`src/sv/assert_macros.svh`:
```
// ----------------------------------------------------------------------------
// Assertion macros
// Shared wrappers for clocked concurrent assertions with synchronous reset.
// ----------------------------------------------------------------------------
`ifndef ASSERT_MACROS_SVH
`define ASSERT_MACROS_SVH

// Check a property at every rising edge, ignored while reset is asserted.
`define ASSERT_CLK(label, prop, msg) \
    label: assert property (@(posedge i_clk) disable iff (!i_rst_n) prop) \
        else $error(msg);

// Check a property at every rising edge, including during reset.
`define ASSERT_ALWAYS(label, prop, msg) \
    label: assert property (@(posedge i_clk) prop) else $error(msg);

`endif

```
`src/sv/dmtm_pkg.sv`:
```
// ----------------------------------------------------------------------------
// Display mode timeout manager package
// Mode codes, register indexes, reset values and the configuration bundle.
// ----------------------------------------------------------------------------
`default_nettype none

package dmtm_pkg;

    localparam int CFG_W     = 16;
    localparam int CFG_IDX_W = 3;

    typedef enum logic [2:0] {
        MODE_IDLE    = 3'd0,
        MODE_WAKE    = 3'd1,
        MODE_LISTEN  = 3'd2,
        MODE_THINK   = 3'd3,
        MODE_ACTION  = 3'd4,
        MODE_ERROR   = 3'd5,
        MODE_SLEEP   = 3'd6,
        MODE_UNKNOWN = 3'd7
    } t_mode;

    localparam logic [CFG_IDX_W-1:0] REG_SHORT_TIMEOUT  = 3'd0;
    localparam logic [CFG_IDX_W-1:0] REG_LISTEN_TIMEOUT = 3'd1;
    localparam logic [CFG_IDX_W-1:0] REG_THINK_TIMEOUT  = 3'd2;
    localparam logic [CFG_IDX_W-1:0] REG_SLEEP_TIMEOUT  = 3'd3;
    localparam logic [CFG_IDX_W-1:0] REG_SLEEP_OFF      = 3'd4;
    localparam logic [CFG_IDX_W-1:0] REG_IDLE_TIMEOUT   = 3'd5;

    localparam logic [CFG_W-1:0] RST_SHORT_TIMEOUT  = 16'd2000;
    localparam logic [CFG_W-1:0] RST_LISTEN_TIMEOUT = 16'd5000;
    localparam logic [CFG_W-1:0] RST_THINK_TIMEOUT  = 16'd8000;
    localparam logic [CFG_W-1:0] RST_SLEEP_TIMEOUT  = 16'd6000;
    localparam logic [CFG_W-1:0] RST_SLEEP_OFF      = 16'd5000;
    localparam logic [CFG_W-1:0] RST_IDLE_TIMEOUT   = 16'd30000;

    typedef struct packed {
        logic [CFG_W-1:0] short_timeout;
        logic [CFG_W-1:0] listen_timeout;
        logic [CFG_W-1:0] think_timeout;
        logic [CFG_W-1:0] sleep_timeout;
        logic [CFG_W-1:0] sleep_off_delay;
        logic [CFG_W-1:0] idle_timeout;
    } t_cfg;

    // Timeout that returns a mode to idle; zero means none.
    function automatic logic [CFG_W-1:0] mode_limit(t_mode m, t_cfg c);
        logic [CFG_W-1:0] lim;
        lim = '0;
        case (m)
            MODE_WAKE, MODE_ACTION, MODE_ERROR: lim = c.short_timeout;
            MODE_LISTEN:                        lim = c.listen_timeout;
            MODE_THINK:                         lim = c.think_timeout;
            MODE_SLEEP:                         lim = c.sleep_timeout;
            default:                            lim = '0;
        endcase
        return lim;
    endfunction

endpackage

`default_nettype wire

```
`src/sv/dmtm_cfg_regs.sv`:
```
// ----------------------------------------------------------------------------
// Configuration register file
// Six 16-bit timeout registers; writes to indexes past the list are dropped.
// ----------------------------------------------------------------------------
`default_nettype none

module dmtm_cfg_regs import dmtm_pkg::*; (
    input  wire logic                 i_clk,
    input  wire logic                 i_rst_n,
    input  wire logic                 i_cfg_valid,
    output logic                      o_cfg_ready,
    input  wire logic [CFG_IDX_W-1:0] i_cfg_index,
    input  wire logic [CFG_W-1:0]     i_cfg_data,
    output t_cfg                      o_cfg
);

    t_cfg r_cfg;

    assign o_cfg_ready = 1'b1;
    assign o_cfg       = r_cfg;

    always_ff @(posedge i_clk) begin
        if (!i_rst_n) begin
            r_cfg.short_timeout   <= RST_SHORT_TIMEOUT;
            r_cfg.listen_timeout  <= RST_LISTEN_TIMEOUT;
            r_cfg.think_timeout   <= RST_THINK_TIMEOUT;
            r_cfg.sleep_timeout   <= RST_SLEEP_TIMEOUT;
            r_cfg.sleep_off_delay <= RST_SLEEP_OFF;
            r_cfg.idle_timeout    <= RST_IDLE_TIMEOUT;
        end else if (i_cfg_valid && o_cfg_ready) begin
            case (i_cfg_index)
                REG_SHORT_TIMEOUT:  r_cfg.short_timeout   <= i_cfg_data;
                REG_LISTEN_TIMEOUT: r_cfg.listen_timeout  <= i_cfg_data;
                REG_THINK_TIMEOUT:  r_cfg.think_timeout   <= i_cfg_data;
                REG_SLEEP_TIMEOUT:  r_cfg.sleep_timeout   <= i_cfg_data;
                REG_SLEEP_OFF:      r_cfg.sleep_off_delay <= i_cfg_data;
                REG_IDLE_TIMEOUT:   r_cfg.idle_timeout    <= i_cfg_data;
                default: ;
            endcase
        end
    end

endmodule

`default_nettype wire

```
`src/sv/dmtm_core.sv`:
```
// ----------------------------------------------------------------------------
// Mode and timeout core
// Holds mode, power flag and elapsed counters; applies one transaction per
// cycle unless a held result is stalled, and keeps the result in an output register.
// ----------------------------------------------------------------------------
`default_nettype none
`include "assert_macros.svh"

module dmtm_core import dmtm_pkg::*; #(
    parameter int COUNT_BITS = 16
) (
    input  wire logic i_clk,
    input  wire logic i_rst_n,
    input  wire t_cfg i_cfg,
    input  wire logic i_in_valid,
    input  wire logic i_op,
    input  wire t_mode i_new_mode,
    output logic      o_take,
    input  wire logic i_out_stall,
    output logic      o_out_valid,
    output logic [2:0] o_mode,
    output logic      o_display_on,
    output logic      o_power_up,
    output logic      o_power_down,
    output logic      o_anim_restart
);

    localparam int CMP_W = (COUNT_BITS > CFG_W) ? COUNT_BITS : CFG_W;

    t_mode                 r_mode, n_mode;
    logic                  r_power, n_power;
    logic [COUNT_BITS-1:0] r_since_entry, n_since_entry;
    logic [COUNT_BITS-1:0] r_since_act, n_since_act;
    logic [COUNT_BITS-1:0] se_inc, sa_inc;
    logic [CFG_W-1:0]      limit;
    logic                  n_up, n_down, n_anim;

    logic                  r_out_valid;
    t_mode                 r_res_mode;
    logic                  r_res_power, r_res_up, r_res_down, r_res_anim;

    assign o_take = i_in_valid && (!r_out_valid || !i_out_stall);

    // Saturating counters stop at all ones.
    assign se_inc = (&r_since_entry) ? r_since_entry : r_since_entry + 1'b1;
    assign sa_inc = (&r_since_act)   ? r_since_act   : r_since_act + 1'b1;
    assign limit  = mode_limit(r_mode, i_cfg);

    always_comb begin
        n_mode        = r_mode;
        n_power       = r_power;
        n_since_entry = r_since_entry;
        n_since_act   = r_since_act;
        n_up          = 1'b0;
        n_down        = 1'b0;
        n_anim        = 1'b0;
        if (i_op) begin
            n_mode        = i_new_mode;
            n_since_entry = '0;
            n_since_act   = '0;
            n_anim        = 1'b1;
            if (!r_power) begin
                n_power = 1'b1;
                n_up    = 1'b1;
            end
        end else begin
            n_since_entry = se_inc;
            n_since_act   = sa_inc;
            // Mode timeout back to idle.
            if (r_mode != MODE_IDLE && limit != '0 &&
                CMP_W'(se_inc) >= CMP_W'(limit)) begin
                n_mode      = MODE_IDLE;
                n_anim      = 1'b1;
                n_since_act = '0;
            end
            // Power down after the delay in sleeping.
            if (n_mode == MODE_SLEEP && r_power &&
                CMP_W'(se_inc) >= CMP_W'(i_cfg.sleep_off_delay)) begin
                n_power = 1'b0;
                n_down  = 1'b1;
            end
            // Idle too long with display on: go to sleeping.
            if (n_mode == MODE_IDLE && n_power &&
                CMP_W'(n_since_act) >= CMP_W'(i_cfg.idle_timeout)) begin
                n_mode        = MODE_SLEEP;
                n_anim        = 1'b1;
                n_since_entry = '0;
            end
        end
    end

    always_ff @(posedge i_clk) begin
        if (!i_rst_n) begin
            r_mode        <= MODE_IDLE;
            r_power       <= 1'b0;
            r_since_entry <= '0;
            r_since_act   <= '0;
            r_out_valid   <= 1'b0;
        end else begin
            if (o_take) begin
                r_mode        <= n_mode;
                r_power       <= n_power;
                r_since_entry <= n_since_entry;
                r_since_act   <= n_since_act;
                r_out_valid   <= 1'b1;
            end else if (!i_out_stall) begin
                r_out_valid   <= 1'b0;
            end
        end
    end

    always_ff @(posedge i_clk) begin
        if (o_take) begin
            r_res_mode  <= n_mode;
            r_res_power <= n_power;
            r_res_up    <= n_up;
            r_res_down  <= n_down;
            r_res_anim  <= n_anim;
        end
    end

    assign o_out_valid    = r_out_valid;
    assign o_mode         = r_res_mode;
    assign o_display_on   = r_res_power;
    assign o_power_up     = r_res_up;
    assign o_power_down   = r_res_down;
    assign o_anim_restart = r_res_anim;

    `ASSERT_CLK(a_event_sets_mode,
        o_take && i_op |=> o_out_valid && o_mode == $past(i_new_mode),
        "event transaction did not apply its mode")
    `ASSERT_CLK(a_down_in_sleep,
        o_out_valid && o_power_down |-> !o_display_on && o_mode == MODE_SLEEP,
        "power down outside sleeping or with display on")
    `ASSERT_CLK(a_up_restarts,
        o_out_valid && o_power_up |-> o_display_on && o_anim_restart,
        "power up without display on and animation restart")
    `ASSERT_CLK(a_state_holds,
        !o_take |=> $stable(r_since_entry) && $stable(r_since_act) && $stable(r_mode),
        "state changed without a transaction")

endmodule

`default_nettype wire

```
`src/sv/display_mode_timeout_manager.sv`:
```
// A transaction passes the input register, then the core's output register, to the outputs.
// Throughput: one transaction per cycle while the receiver does not stall the output.
// A stalled result holds in the output register while the input register
// still takes one more transaction.
// Reset (synchronous, active low): mode idle, display off, counters cleared,
// timeout registers at their defaults.
// ----------------------------------------------------------------------------
// Display mode timeout manager
// Input register, configuration registers and the mode/timeout core.
// ----------------------------------------------------------------------------
`default_nettype none

module display_mode_timeout_manager import dmtm_pkg::*; #(
    parameter int COUNT_BITS = 16
) (
    input  wire logic                 i_clk,
    input  wire logic                 i_rst_n,
    input  wire logic                 i_in_valid,
    output logic                      o_in_stall,
    input  wire logic                 i_op,
    input  wire logic [2:0]           i_new_mode,
    output logic                      o_out_valid,
    input  wire logic                 i_out_stall,
    output logic [2:0]                o_mode,
    output logic                      o_display_on,
    output logic                      o_power_up,
    output logic                      o_power_down,
    output logic                      o_anim_restart,
    input  wire logic                 i_cfg_valid,
    output logic                      o_cfg_ready,
    input  wire logic [CFG_IDX_W-1:0] i_cfg_index,
    input  wire logic [CFG_W-1:0]     i_cfg_data
);

    t_cfg  cfg;
    logic  r_in_valid;
    logic  r_op;
    t_mode r_new_mode;
    logic  take;

    assign o_in_stall = r_in_valid && !take;

    always_ff @(posedge i_clk) begin
        if (!i_rst_n) begin
            r_in_valid <= 1'b0;
        end else if (!o_in_stall) begin
            r_in_valid <= i_in_valid;
        end
    end

    always_ff @(posedge i_clk) begin
        if (i_in_valid && !o_in_stall) begin
            r_op       <= i_op;
            r_new_mode <= t_mode'(i_new_mode);
        end
    end

    dmtm_cfg_regs u_cfg (
        .i_clk       (i_clk),
        .i_rst_n     (i_rst_n),
        .i_cfg_valid (i_cfg_valid),
        .o_cfg_ready (o_cfg_ready),
        .i_cfg_index (i_cfg_index),
        .i_cfg_data  (i_cfg_data),
        .o_cfg       (cfg)
    );

    dmtm_core #(
        .COUNT_BITS (COUNT_BITS)
    ) u_core (
        .i_clk          (i_clk),
        .i_rst_n        (i_rst_n),
        .i_cfg          (cfg),
        .i_in_valid     (r_in_valid),
        .i_op           (r_op),
        .i_new_mode     (r_new_mode),
        .o_take         (take),
        .i_out_stall    (i_out_stall),
        .o_out_valid    (o_out_valid),
        .o_mode         (o_mode),
        .o_display_on   (o_display_on),
        .o_power_up     (o_power_up),
        .o_power_down   (o_power_down),
        .o_anim_restart (o_anim_restart)
    );

endmodule

`default_nettype wire

```
`config.mk`:
```
export PLATFORM = sky130hd
export DESIGN_NAME = display_mode_timeout_manager
export DESIGN_NICKNAME = d
export VERILOG_FILES = /design/src/sv/dmtm_pkg.sv /design/src/sv/dmtm_cfg_regs.sv /design/src/sv/dmtm_core.sv /design/src/sv/display_mode_timeout_manager.sv
export VERILOG_INCLUDE_DIRS = /design/src /design/src/sv
export SDC_FILE = /design/constraint.sdc
export NUM_CORES = 1
export LEC_CHECK = 0
export ABC_AREA = 1
export ABC_CLOCK_PERIOD_IN_PS = 5000
export BUFFER_PORTS_ARGS = -buffer_cell sky130_fd_sc_hd__buf_2
export CAP_MARGIN = 15
export CORE_MARGIN = 10
export CORE_UTILIZATION = 60
export DETAILED_ROUTE_END_ITERATION = 16
export PLACE_DENSITY = 0.82
export SLEW_MARGIN = 10
export SYNTH_ARGS = -nofsm -noshare
export SYNTH_HDL_FRONTEND = slang
export SYNTH_SLANG_ARGS = --single-unit
```
`constraint.sdc`:
```
create_clock -name i_clk -period 5 [get_ports i_clk]
set_input_delay 0.25 -clock i_clk [delete_from_list [all_inputs] [get_ports i_clk]]
set_output_delay 0.25 -clock i_clk [all_outputs]
set_load 0.03 [all_outputs]
```
==> flow_summary.json <==
{
  "h-tree-depth": 4,
  "route.detailed.drc": 0,
  "grt_max_degree": 101,
  "final-max-slew-violation-count": 0,
  "synth_seq_cells": 145,
  "initial_core_util": 0.6193,
  "synth_area_leaders": "dfxtp_1, nand2_1, ha_1",
  "coreArea_mm2": 0.01272,
  "timing.fmax_ghz": 0.2158,
  "holdCritPathClass": "in -> reg",
  "design.die.area_mm2": 0.01811,
  "p_leak_nw": 4.158,
  "hold_violations": 0,
  "synth_largest_area_cell": "dfxtp_1",
  "gp_congestion": 0.9282,
  "clkSlewWorstSetupHoldPaths_ps": 60,
  "row_count": 41,
  "syn_area_per_cell_um2": 7.182,
  "endpoint": "u_core.o_mode[2]",
  "p_per_area_mw_per_mm2": 320.9,
  "maxCapViolations": 0,
  "antenna_found_initial": 0,
  "yosys_most_used_dff": "dfxtp_1",
  "outcome": "finished, final reports clean",
  "syn_inst": 1097,
  "timing.critical_path.mode_cell": "nand2_1",
  "total_power_mw": 2.866,
  "syn_nets": 1175,
  "yosys-top-cells-count": "nand2_1, dfxtp_1, nor2_1",
  "crit_path_max_fanout": 14,
  "finalSetupTns_ps": 0,
  "crit_path_end_kind": "flop",
  "multi_input_area_mm2": 0.004237,
  "synthesis.area_mm2": 0.007879,
  "fin_nets": 1209,
  "port_buffers": 36,
  "fin_skew_ps": 12.58,
  "crit_start": "u_core.r_since_entry[13]",
  "diodes": 0,
  "setup.worst_path.class": "reg -> reg",
  "grt_pass1_vias": 6963,
  "detail_route.wl_per_cell_um": 16.27,
  "via_count": 7487,
  "r2r_setup_slack_ps": 370,
  "r2r_start": "u_core.r_since_entry[13]",
  "seq_area_frac_synth": 0.3824,
  "layout-drive-gt1-share": 0.1269,
  "synth.distinct_cells": 40,
  "r2r_end": "u_core.o_mode[2]",
  "clockRootBuffer": "clkbuf_16",
  "yosysWarnings": 0,
  "cts_sinks": 145,
  "n_fill_cell": 1059,
  "slowest_delay_ps": 460,
  "die_w_um": 134.6,
  "finalCritPeriodShare": 0.9267,
  "register_area_mm2": 0.003013,
  "final.min_clock_period_ps": 4633,
  "ir_drop_v": 0.0002771,
  "slew_headroom": 0.3578,
  "finalNonFillerCells": 1315,
  "yosys.area.top_type_share": 0.3405,
  "cts_tree": "yes",
  "numCtsBuffers": 17,
  "ios": 38,
  "syn2layout_area_growth_pct": 13.36,
  "first_pass_iters": 6,
  "hpwl_um": 14240,
  "wl_um": 21390,
  "start_kind": "flop",
  "yosysMostFrequentCell": "nand2_1",
  "grt_usage": 0.2366,
  "chipHeight_um": 134.6,
  "grt_pass1_wl_um": 34730,
  "dp.cells": 1277,
  "finalSetupViolations": 0,
  "cp.arrival_ps": 4830,
  "final_util": 0.7020,
  "slowest_stage": "dfxtp_1",
  "r2r_cells": 31,
  "required_ps": 5190,
  "worst_pin_slew_ps": 963.3,
  "drt_iter0_drc": 764,
  "routed_via_density": 5.694,
  "clk-insertion-delay-late_ps": 440,
  "ys_async_sr_fraction": 0,
  "overflow": 0,
  "ant_nets": 0,
  "clock_path_buffers": 2,
  "synth_edf_count": 11
}
-- sequential cells by signal, summed over array words and instances (netlist names), 3 cells and up --
name                  count
u_cfg.o_cfg              96
u_core.o_mode             3
u_core.r_since_act       16
u_core.r_since_entry     16
u_core.r_mode             3
r_new_mode                3
-- logic make-up (layout without fill, tap and decap cells) --
group                    after synthesis  count (layout)  synth area share
adder cells (fa/ha/maj)               50              50           0.07940
flip-flops                           145             145            0.3824
buffers and inverters                165             211           0.09147
XOR/XNOR                              12              12           0.01334
other                                  1               1         0.0004760
AND/OR/NAND/NOR                      511             511            0.2847
AO/OA/AOI/OAI                        213             213            0.1482
-- layout by cell type (no fill, tap or decap), types with 2 or more instances in the layout --
cell             n
nand3_2         10
ha_1            49
o21ai_2          2
inv_6            3
nand4_1         34
nor2_2          14
nor3_1          12
a21oi_2          9
a21o_1           2
clkinv_2         2
clkbuf_8         3
nor3_2           2
xnor2_1          3
clkinv_1         2
o21ai_0         85
o211ai_1        18
or2_2            2
nand2_2          3
nand3_1         74
nor2_1         120
dlygate4sd3_1    4
edfxtp_1        11
inv_1          110
dfxtp_1        134
buf_4           23
o21ai_1          6
clkinv_4         2
xor2_1           9
a31oi_2          2
inv_4            2
clkbuf_16       18
bufinv_16        2
a21oi_1         84
inv_2            2
nand2_1        234
buf_2           36
-- how the worst min path moves through the flow --
stage	startpoint	end	cells past startpoint
global placement	i_new_mode[0]	r_new_mode[0]	1
finish	i_in_valid	r_in_valid	3
CTS	i_in_valid	r_in_valid	3
global route	i_in_valid	r_in_valid	3
detailed placement	i_new_mode[0]	r_new_mode[0]	1
floorplan	i_new_mode[0]	r_new_mode[0]	0
-- repair_timing --
action / CTS / global route
resized for setup: 0 / 17
hold buffers: 4 / 0
buffers inserted: 0 / 3
endpoints found under the setup margin: 0 / 21
endpoints found under the hold margin: 4 / 0
-- critical path, delay by kind of cell, from the launching register on --
family          cells  cell delay (ps)
fa+ha+maj           2              450
simple gates       17             2000
buf+inv             6              620
flops               1              460
compound gates      6              840
-- power breakdown --
part,internal (mW),leakage [nW],switching (mW)
sequential,1.21,1.20,0.0202
clock,0.806,0.301,0.516
combinational,0.0925,2.66,0.223
total,2.11,4.16,0.759
-- stage by stage --
step | cell area, um^2 | setup slack (ps) | hold slack (ps)
6_report | 8931 | 366.5 | 87.76
3_3_place_gp | 8154 | 355.5 | 426.1
4_1_cts | 8807 | 90.63 | 76.33
5_1_grt | 8931 | -93.33 | 113.2
2_1_floorplan | 7879 | 792.0 | 348.9
3_5_place_dp | 8154 | 136.1 | 428.8
-- cell type report --
cell class / count / share of cell area
Sequential cell: 145 / 0.3373
Multi-Input combinational cell: 787 / 0.4744
Inverter: 116 / 0.04931
Tap cell: 172 / 0.02410
Clock inverter: 10 / 0.01359
Clock buffer: 21 / 0.05506
Timing Repair Buffer: 64 / 0.04623
-- layer usage --
layer,wire length (um),global-route usage
met2,10390,0.3871
met1,8980,0.2949
met5,0,0
met3,1506,0.05638
met4,519,0.09069
Power figures use the tool's default switching activity.
